## src/tkdp_pkg.sv

```systemverilog
// Shared types and constants for the top-k distinct peak tracker.
// Used by tkdp_cell and top_k_distinct_peaks; depends on nothing else.
`default_nettype none

package tkdp_pkg;

  localparam int MAX_PEAKS_DEF   = 16;
  localparam int SAMPLE_BITS_DEF = 32;

  localparam int CAP_W = 5;
  localparam logic [CAP_W-1:0] CAP_RESET = 5'd16;

  localparam int RANK_W = 4;

  // Per-cycle commands broadcast to every cell of the list.
  typedef struct packed {
    logic call;   // a peak was detected and is offered to the list
    logic trunc;  // drop entries at or beyond the capacity
    logic shift;  // move every entry one place toward the head
  } tkdp_ctrl_t;

endpackage

`default_nettype wire

```

## src/tkdp_cell.sv

```systemverilog
// One slot of the sorted peak list: holds a value and its valid flag.
// Depends on tkdp_pkg; instantiated in a chain by top_k_distinct_peaks.
`default_nettype none

module tkdp_cell
  import tkdp_pkg::*;
#(
  parameter int SAMPLE_BITS = SAMPLE_BITS_DEF
) (
  input  wire                           clk,
  input  wire                           rst,
  input  wire tkdp_ctrl_t               ctrl,
  input  wire                           cap_ok,
  input  wire                           any_eq,
  input  wire logic signed [SAMPLE_BITS-1:0] new_val,
  input  wire logic signed [SAMPLE_BITS-1:0] prev_val,
  input  wire                           prev_gt,
  input  wire                           prev_valid,
  input  wire logic signed [SAMPLE_BITS-1:0] next_val,
  input  wire                           next_valid,
  output logic signed [SAMPLE_BITS-1:0] val,
  output logic                          valid,
  output logic                          gt,
  output logic                          eq
);

  logic                          stored;
  logic                          stored_next;
  logic signed [SAMPLE_BITS-1:0] val_next;
  logic                          wr;

  assign valid = stored & cap_ok;
  assign eq    = valid & (new_val == val);
  assign gt    = ~valid | (new_val > val);
  assign wr    = ctrl.call & ~any_eq & gt & cap_ok;

  always_comb begin
    val_next    = val;
    stored_next = stored;
    if (wr) begin
      val_next    = prev_gt ? prev_val : new_val;
      stored_next = prev_gt ? prev_valid : 1'b1;
    end else if (ctrl.trunc) begin
      stored_next = valid;
    end else if (ctrl.shift) begin
      val_next    = next_val;
      stored_next = next_valid;
    end
  end

  always_ff @(posedge clk) begin
    if (rst) begin
      stored <= 1'b0;
    end else begin
      stored <= stored_next;
    end
  end

  always_ff @(posedge clk) begin
    val <= val_next;
  end

endmodule

`default_nettype wire

```

## src/top_k_distinct_peaks.sv

```systemverilog
// Top level of the top-k distinct peak tracker.
// Depends on tkdp_pkg and tkdp_cell.
//
// Samples arrive on the s_ channel, one request per accepted beat; s_tlast
// marks the final sample of a stream. A three-sample window finds strict
// local maxima, and each peak is offered to a chain of MAX_PEAKS cells that
// keeps distinct values sorted largest first. The compare and shift across
// the chain are combinational and take effect as each sample is accepted.
// After a sample with s_tlast set, the block stops accepting and drains the
// chain to the m_ channel, one result per cycle while m_tready is high,
// head first, as the cells shift toward the head. A stream of n kept peaks
// drains as n results, or as a lone closing result for an empty list; a
// low m_tready holds the drain. The output register holds a result
// until it is taken, so a stall on m_ delays the drain but loses nothing.
// Reset empties the list and window and sets the capacity to sixteen.
// The capacity register may be written only while the block is idle.
`default_nettype none

module top_k_distinct_peaks
  import tkdp_pkg::*;
#(
  parameter int MAX_PEAKS   = MAX_PEAKS_DEF,
  parameter int SAMPLE_BITS = SAMPLE_BITS_DEF
) (
  input  wire                     clk,
  input  wire                     rst,
  input  wire                     cfg_we,
  input  wire [CAP_W-1:0]         cfg_wdata,    // capacity_in_use
  input  wire                     s_tvalid,
  output logic                    s_tready,
  input  wire [((SAMPLE_BITS+7)/8)*8-1:0] s_tdata, // sample
  input  wire                     s_tlast,      // end_of_stream
  output logic                    m_tvalid,
  input  wire                     m_tready,
  output logic [((SAMPLE_BITS+RANK_W+7)/8)*8-1:0] m_tdata, // peak_value, rank
  output logic                    m_tuser,      // entry_valid
  output logic                    m_tlast       // last
);

  localparam logic ST_IDLE  = 1'b0;
  localparam logic ST_DRAIN = 1'b1;

  localparam int M_W = ((SAMPLE_BITS + RANK_W + 7) / 8) * 8;

  logic [CAP_W-1:0] cap;
  logic             state;
  logic [RANK_W-1:0] rank;

  logic signed [SAMPLE_BITS-1:0] older;
  logic signed [SAMPLE_BITS-1:0] middle;
  logic [1:0]                    seen;
  logic signed [SAMPLE_BITS-1:0] smp;

  logic       acc;
  logic       eos;
  logic       peak;
  logic       load;
  logic       ld_last;
  tkdp_ctrl_t ctrl;

  logic signed [SAMPLE_BITS-1:0] vals [MAX_PEAKS+1];
  logic [MAX_PEAKS:0]            ev;
  logic [MAX_PEAKS-1:0]          gtv;
  logic [MAX_PEAKS-1:0]          eqv;
  logic [MAX_PEAKS-1:0]          cap_ok;
  logic                          any_eq;
  logic [M_W-1:0]                tdata_next;

  assign smp      = s_tdata[SAMPLE_BITS-1:0];
  assign s_tready = (state == ST_IDLE);
  assign acc      = s_tvalid & s_tready;
  assign eos      = acc & s_tlast;
  assign peak     = acc & (seen == 2'd2) & (middle > smp) & (middle > older);
  assign any_eq   = |eqv;

  assign load    = (state == ST_DRAIN) & (~m_tvalid | m_tready);
  assign ld_last = ~ev[0] | ~ev[1];

  assign ctrl.call  = peak;
  assign ctrl.trunc = peak | eos;
  assign ctrl.shift = load;

  assign vals[MAX_PEAKS] = '0;
  assign ev[MAX_PEAKS]   = 1'b0;

  genvar i;
  generate
    for (i = 0; i < MAX_PEAKS; i++) begin : g_cell
      logic signed [SAMPLE_BITS-1:0] pv;
      logic                          pg;
      logic                          pval;

      assign cap_ok[i] = ({27'd0, cap} > 32'(i));

      if (i == 0) begin : g_head
        assign pv   = '0;
        assign pg   = 1'b0;
        assign pval = 1'b1;
      end else begin : g_body
        assign pv   = vals[i-1];
        assign pg   = gtv[i-1];
        assign pval = ev[i-1];
      end

      tkdp_cell #(
        .SAMPLE_BITS(SAMPLE_BITS)
      ) u_cell (
        .clk       (clk),
        .rst       (rst),
        .ctrl      (ctrl),
        .cap_ok    (cap_ok[i]),
        .any_eq    (any_eq),
        .new_val   (middle),
        .prev_val  (pv),
        .prev_gt   (pg),
        .prev_valid(pval),
        .next_val  (vals[i+1]),
        .next_valid(ev[i+1]),
        .val       (vals[i]),
        .valid     (ev[i]),
        .gt        (gtv[i]),
        .eq        (eqv[i])
      );
    end
  endgenerate

  always_ff @(posedge clk) begin
    if (rst) begin
      cap <= CAP_RESET;
    end else if (cfg_we) begin
      cap <= cfg_wdata;
    end
  end

  always_ff @(posedge clk) begin
    if (rst) begin
      seen   <= 2'd0;
      older  <= '0;
      middle <= '0;
    end else if (acc) begin
      if (eos) begin
        seen   <= 2'd0;
        older  <= '0;
        middle <= '0;
      end else if (seen == 2'd0) begin
        older <= smp;
        seen  <= 2'd1;
      end else if (seen == 2'd1) begin
        middle <= smp;
        seen   <= 2'd2;
      end else begin
        older  <= middle;
        middle <= smp;
      end
    end
  end

  always_ff @(posedge clk) begin
    if (rst) begin
      state <= ST_IDLE;
      rank  <= '0;
    end else begin
      case (state)
        ST_IDLE: begin
          rank <= '0;
          if (eos) begin
            state <= ST_DRAIN;
          end
        end
        ST_DRAIN: begin
          if (load) begin
            rank <= rank + 1'b1;
            if (ld_last) begin
              state <= ST_IDLE;
            end
          end
        end
        default: begin
          state <= ST_IDLE;
        end
      endcase
    end
  end

  always_ff @(posedge clk) begin
    if (rst) begin
      m_tvalid <= 1'b0;
    end else if (load) begin
      m_tvalid <= 1'b1;
    end else if (m_tready) begin
      m_tvalid <= 1'b0;
    end
  end

  always_comb begin
    tdata_next                            = '0;
    tdata_next[SAMPLE_BITS-1:0]           = ev[0] ? vals[0] : '0;
    tdata_next[SAMPLE_BITS +: RANK_W]     = rank;
  end

  always_ff @(posedge clk) begin
    if (load) begin
      m_tdata <= tdata_next;
      m_tuser <= ev[0];
      m_tlast <= ld_last;
    end
  end

  // The kept entries start at the head: a second entry implies a first.
  a_prefix: assert property (@(posedge clk) disable iff (rst)
    ev[1] |-> ev[0])
    else $error("peak list has a hole at the head");

  // The head pair is strictly descending.
  a_sorted: assert property (@(posedge clk) disable iff (rst)
    (ev[0] && ev[1]) |-> (vals[0] > vals[1]))
    else $error("peak list out of order");

  // The final load of a drain returns the block to accepting samples.
  a_drain_end: assert property (@(posedge clk) disable iff (rst)
    (load && ld_last) |=> s_tready)
    else $error("drain did not finish after last result");

  // A closing result for an empty list always ends the run.
  a_empty_last: assert property (@(posedge clk) disable iff (rst)
    (m_tvalid && !m_tuser) |-> m_tlast)
    else $error("empty-list result without last");

endmodule

`default_nettype wire
```

## config.mk

```make
export PLATFORM = sky130hd
export DESIGN_NAME = top_k_distinct_peaks
export DESIGN_NICKNAME = d
export VERILOG_FILES = /design/src/tkdp_pkg.sv /design/src/tkdp_cell.sv /design/src/top_k_distinct_peaks.sv
export SDC_FILE = /design/constraint.sdc
export NUM_CORES = 2
export LEC_CHECK = 0
export BUFFER_PORTS_ARGS = -buffer_cell sky130_fd_sc_hd__clkbuf_2
export CAP_MARGIN = 20
export CORE_AREA = 3 3 207 361
export CTS_CLUSTER_DIAMETER = 50
export CTS_CLUSTER_SIZE = 14
export DETAILED_ROUTE_END_ITERATION = 16
export DIE_AREA = 0 0 210 364
export PLACE_DENSITY_LB_ADDON = 0.05
export SYNTH_ARGS = -nofsm -noshare
export SYNTH_HDL_FRONTEND = slang
export SYNTH_SLANG_ARGS = --single-unit
```

## constraint.sdc

```tcl
create_clock -name clk -period 6.7 [get_ports clk]
set_input_delay 0 -clock clk [delete_from_list [all_inputs] [get_ports clk]]
set_output_delay 0 -clock clk [all_outputs]
set_load 0.02 [all_outputs]
```

-- Word level (Yosys, flattened, before mapping)
Cells that the tools add are included.
- latch bits: 0
- memories kept: 0
- output and inout bits: 44
- word-level logic and storage cells: 421
- register bits after elaboration: 643
- bits in read-only memories: 0
- memory bits (writable): 0
- bits of input ports: 43
- multiplexer cells: 142
- equality and inequality tests: 37
- $mul: 0
- add/subtract/negate cells: 1
- divide/modulo/power cells: 0
- shift operators: 0
- reduce and logical (&&, ||, !) cells: 55
- magnitude comparators: 34
- bitwise operators: 109
- operators with widths (cell ; number):
    $mux 32 ; 68
    $gt 32x32->1 ; 18
    $eq 32x32->1 ; 16
    $and 1x1->1 ; 71
    $mux 1 ; 68
    $reduce_bool 3->1 ; 17
    $gt 5x4->1 const B ; 8
    $reduce_and 2->1 ; 19
    $ne 2x1->1 const B ; 17
    $reduce_bool 2->1 ; 17
    $gt 5x3->1 const B ; 4
    $not 1->1 ; 19
    $or 1x1->1 ; 19
    $reduce_or 16->1 ; 1
    $gt 5x1->1 const B ; 2
    $gt 5x2->1 const B ; 2
    $pmux 4 s2 ; 1
    $mux 2 ; 3
    $add 4x1->4 const B ; 1
    $mux 4 ; 1
    $ne 3x3->1 const B ; 1
    $eq 2x1->1 const B ; 1
    $eq 2x2->1 const B ; 1
    $logic_not 2->1 ; 1
    2 further kinds ; 2

-- Logic depth before layout (Yosys ltp)
- depth in word-level cells: 10
- gate-level depth with buffers: 15
- mapped depth without buffers: 10

-- By module
From an unflattened synthesis, not the netlist that was laid out.
- cells, all modules: 4409
- area, all modules: 50910.1 µm²
- modules (own cells, without submodules) (module ; instances ; area an instance (µm²) ; seq. area each (µm²) ; cells an instance):
    tkdp_cell ; 16 ; 2792.7 ; 980.9 ; 233
    top_k_distinct_peaks ; 1 ; 6227.2 ; 2682.6 ; 681

-- Worst setup path before layout
Ideal clock, no wire load.
- path type: reg2reg
- start point: register middle[0]
- end point: register g_cell[6].u_cell.val[0], enable pin
- setup time: 0.466 ns
- clock period less this slack: 5.348 ns
- arrival time: 4.883 ns
- data required time: 6.234 ns
- path slack: 1.352 ns
- cell stages (with the launch flop): 12
- cell sequence: dfxtp_1 -> clkbuf_1 -> clkbuf_1 -> inv_1 -> ha_1 -> and4_1 -> o2111ai_2 -> nand4b_1 -> o2111ai_1 -> nor4_2 -> nand4_2 -> o21ai_0
- cells in the longest elaborated chain, start to end: 9
- elaborated cells on any way between the ends: 47
- those cells by class: 3 x order compare; 17 x eq/ne; 24 x bitwise; 3 x reduce/logical
- RTL lines (what ; RTL line ; RTL):
    start: declaration ; top_k_distinct_peaks.sv:50 ; logic signed [SAMPLE_BITS-1:0] middle;
    start signal: assignment ; top_k_distinct_peaks.sv:149 ; middle <= smp;
    start signal: assignment ; top_k_distinct_peaks.sv:153 ; middle <= smp;
    branches (longest 8 deep; another with $gt 32x32->1) ; - ;
    $reduce_and 2->1 (no line) * ; - ;
    end signal: assignment ; tkdp_cell.sv:60 ; val <= val_next;
    end: declaration ; tkdp_cell.sv:21 ; output logic signed [SAMPLE_BITS-1:0] val,
Mark *: on every way between the ends.
A chain may end at the register's enable or synchronous reset.

-- Final worst setup path
- start point: register middle[30]
- end point: register g_cell[10].u_cell.val[22], enable pin
- cells in the longest elaborated chain, start to end: 9
- elaborated cells on any way between the ends: 47
- those cells by class: 3 x order compare; 17 x eq/ne; 24 x bitwise; 3 x reduce/logical
- RTL lines (what ; RTL line):
    branches (longest 8 deep; another with $gt 32x32->1) ; -
    $reduce_and 2->1 (no line) * ; -
    end signal: assignment ; tkdp_cell.sv:60
    end: declaration ; tkdp_cell.sv:21
Marks and branches as above.

==> impl_metrics.env <==
export IMPL_status="finished, final reports clean"
export IMPL_p_comb_share_pct=10.6
export IMPL_grt_pass1_wl_mm=224.2
export IMPL_die_x_um=210
export IMPL_async_flop_share_pct=0
export IMPL_wl_mm=151.0
export IMPL_critPathSlowestCell="dfxtp_2"
export IMPL_crit_fanout=34
export IMPL_ant_nets=0
export IMPL_first_pass_iters=5
export IMPL_p_int_mw=6.426
export IMPL_grt_usage_pct=38.67
export IMPL_power_density_mw_per_mm2=172.7
export IMPL_cts_sinks=643
export IMPL_initial_core_util_pct=64.95
export IMPL_insertion_delay_ps=670
export IMPL_grt_pass1_vias=37357
export IMPL_cp_required_ps=6980
export IMPL_drv_cap=0
export IMPL_worstPathArrival_ps=6200
export IMPL_wire_per_inst_um=27.17
export IMPL_drv_slew=0
export IMPL_core_area_mm2=0.07206
export IMPL_grt_overflow=0
export IMPL_setup_viol=0
export IMPL_path_cells="ha_1 -> nand2_1 -> nor3_1 -> buf_4 -> nand4b_1 -> o2111ai_1 -> nor4_2 -> and4_2 -> and3_2 -> or2_2"
export IMPL_regArea_mm2=0.01842
export IMPL_ys_seq_area_share_pct=39.27
export IMPL_fin_crit_ps=5920
export IMPL_syn_cell_area_mm2=0.04680
export IMPL_first_iter_violations=3221
export IMPL_synth_avg_cell_area_um2=10.33
export IMPL_worstHoldStart="s_tlast"
export IMPL_critical_path_top_delay_family="simple AND/OR/NAND/NOR gates"
export IMPL_regToRegEndpoint="g_cell[10].u_cell.val[22]"
export IMPL_r2r_start="middle[30]"
export IMPL_multi_input_area_mm2=0.02527
export IMPL_p_leak_nw=24.75
export IMPL_rows=130
export IMPL_die_y_um=364
export IMPL_cts_resized=0
export IMPL_num_vias=36777
export IMPL_critPathKind="reg2reg"
export IMPL_boundaryPins=87
export IMPL_final_period_utilization_pct=88.36
export IMPL_drc=0
export IMPL_synth_top_flop_cell="edfxtp_1"
export IMPL_drive_gt1_share_pct=8.914
export IMPL_p_sw_mw=2.310
export IMPL_skew_ps=39.78
export IMPL_syn_inst=4530
export IMPL_hold_viol=0
export IMPL_hpwl_mm=112.9
export IMPL_fp_dieArea_mm2=0.07644
export IMPL_critPathLaunchType="register"
export IMPL_tightestPinTransition_ps=1212
export IMPL_worst_path_buf_inv=1
export IMPL_cts_made_buffers=56
export IMPL_seqPwrFrac_pct=52.4
export IMPL_ir_worst_vdd_mv=0.2141
export IMPL_final_cell_mix="mux2i_1, inv_1, ha_1"
export IMPL_tritoncts="done"
export IMPL_area_growth_synth_to_final_pct=8.095
export IMPL_post_cts_buffers=0
export IMPL_grt_max_degree=73
export IMPL_hp_class="in2reg"
export IMPL_layout_cells_non_filler=5558
export IMPL_clkTransAtPathRegs_ps=70
export IMPL_max_slew_margin_rel_pct=18.47
export IMPL_dpl_cell_count=5407
export IMPL_fin_tns_setup_ps=0
export IMPL_synth_edf_count=550
export IMPL_place_congestion=0.9788
export IMPL_p_total_mw=8.736
export IMPL_slowest_delay_ps=1080
export IMPL_portBuffers=82
export IMPL_fillers=5588
export IMPL_end_kind="register"
export IMPL_synth_cell_type_count=83
export IMPL_cts_path_max_buffers=3
export IMPL_swShare_pct=26.44
export IMPL_rsz0062_at_grt="no"
export IMPL_yosys_warnings=0
export IMPL_reg2regPathDepth=10
export IMPL_pwr_share_clk_pct=37.0
export IMPL_nNetsFinal=5214
export IMPL_synth_seq_cells=643
export IMPL_fmax_mhz=168.9
export IMPL_cts_max_level=2
export IMPL_layout_commonest_cell="mux2i_1"
export IMPL_r2r_setup_slack_ps=780
export IMPL_whs_path_depth=4
export IMPL_vias_per_cell=6.617
export IMPL_cts_root_buf="clkbuf_16"
export IMPL_whs_endpoint="middle[22]"
export IMPL_antenna_found_initial=5
layout make-up:
class	count	share of cell area [%]
clock buffers	79	3.044
flip-flops and latches	643	36.40
inverters	584	4.333
well taps	924	2.285
clock inverters	18	0.2597
repair buffers	250	3.725
multi-input cells	3059	49.95
diodes	1	0.004946
worst max path at each step:
stage | from | slack [ps] | depth (start not counted) | end
finish | middle[30] | 780 | 10 | g_cell[10].u_cell.val[22]
global route | middle[30] | 700 | 10 | g_cell[10].u_cell.val[9]
CTS | middle[31] | 950 | 10 | g_cell[10].u_cell.val[25]
floorplan | middle[0] | 1350 | 11 | g_cell[6].u_cell.val[0]
global placement | middle[30] | 970 | 10 | g_cell[10].u_cell.val[25]
detailed placement | middle[30] | 900 | 10 | g_cell[10].u_cell.val[25]
tightest hold or removal path: cells and delay by family:
| family | cells | cell delay (ps) |
|---|---|---|
| buffers and inverters | 1 | 580 |
| AND/OR/NAND/NOR | 2 | 160 |
| AO/OA/AOI/OAI | 1 | 110 |
power by group through the flow:
stage	Sequential (mW)	Combinational (mW)	Clock (mW)
final	4.58	0.929	3.23
after global routing	4.59	1.02	3.39
after CTS	4.57	0.908	3.25
after detailed placement	4.66	0.877	0
after global placement	4.66	0.856	0
after floorplan	4.62	0.589	0
stage by stage:
step	instance area (um2)	setup WS, ps	util [%]	hold WS [ps]
after floorplan	46810	1352	-	126.2
after global placement	48350	974.2	67.10	244.0
after detailed placement	48360	897.1	67.11	244.6
after CTS	50530	951.9	70.12	155.2
after global routing	50590	699.7	70.21	247.2
final	50590	780.0	70.21	229.2
what timing repair did:
action,4_1_cts,5_1_grt
setup endpoints to repair,0,0
endpoints found under the hold margin,78,0
hold buffers,50,0
Yosys cell counts (49+ instances only):
library cell,instances,area share [%]
nand4_1,134,1.8
nand3_1,83,0.89
mux2i_1,824,18
a21oi_1,333,3.6
inv_1,583,4.7
dfxtp_1,93,4.0
o21ai_0,115,1.2
a211oi_1,50,0.80
nor2_1,171,1.4
edfxtp_1,550,35
a31oi_1,49,0.65
ha_1,577,15
nand2_1,224,1.8
clkbuf_1,143,1.1
metal layers:
| metal | part of all wire, % | track usage (%) |
|---|---|---|
| met5 | 0.017 | 0 |
| met1 | 35 | 42.37 |
| met4 | 10 | 32.54 |
| met3 | 6.1 | 5.252 |
| met2 | 48 | 66.32 |
flip-flops by register name, indices dropped and copies added, names as in the netlist:
| signal | count |
|---|---|
| cap | 5 |
| g_cell.u_cell.stored | 16 |
| g_cell.u_cell.val | 512 |
| m_tdata | 36 |
| m_tlast | 1 |
| m_tuser | 1 |
| m_tvalid | 1 |
| middle | 32 |
| older | 32 |
| rank | 4 |
| seen | 2 |
| state | 1 |
logic make-up (layout without fill, tap and decap cells):
kind of cell	Yosys count	after routing	share of synthesized area, %
other	1	5	0.008012
multiplexers	878	878	19.15
AO/OA/AOI/OAI	788	788	10.39
flip-flops	643	643	39.27
AND/OR/NAND/NOR	809	809	8.595
XOR/XNOR	3	3	0.05615
adder cells (fa/ha/maj)	577	577	15.43
buffers and inverters	831	931	7.108
Note: power is estimated with default switching activity, not from simulation.
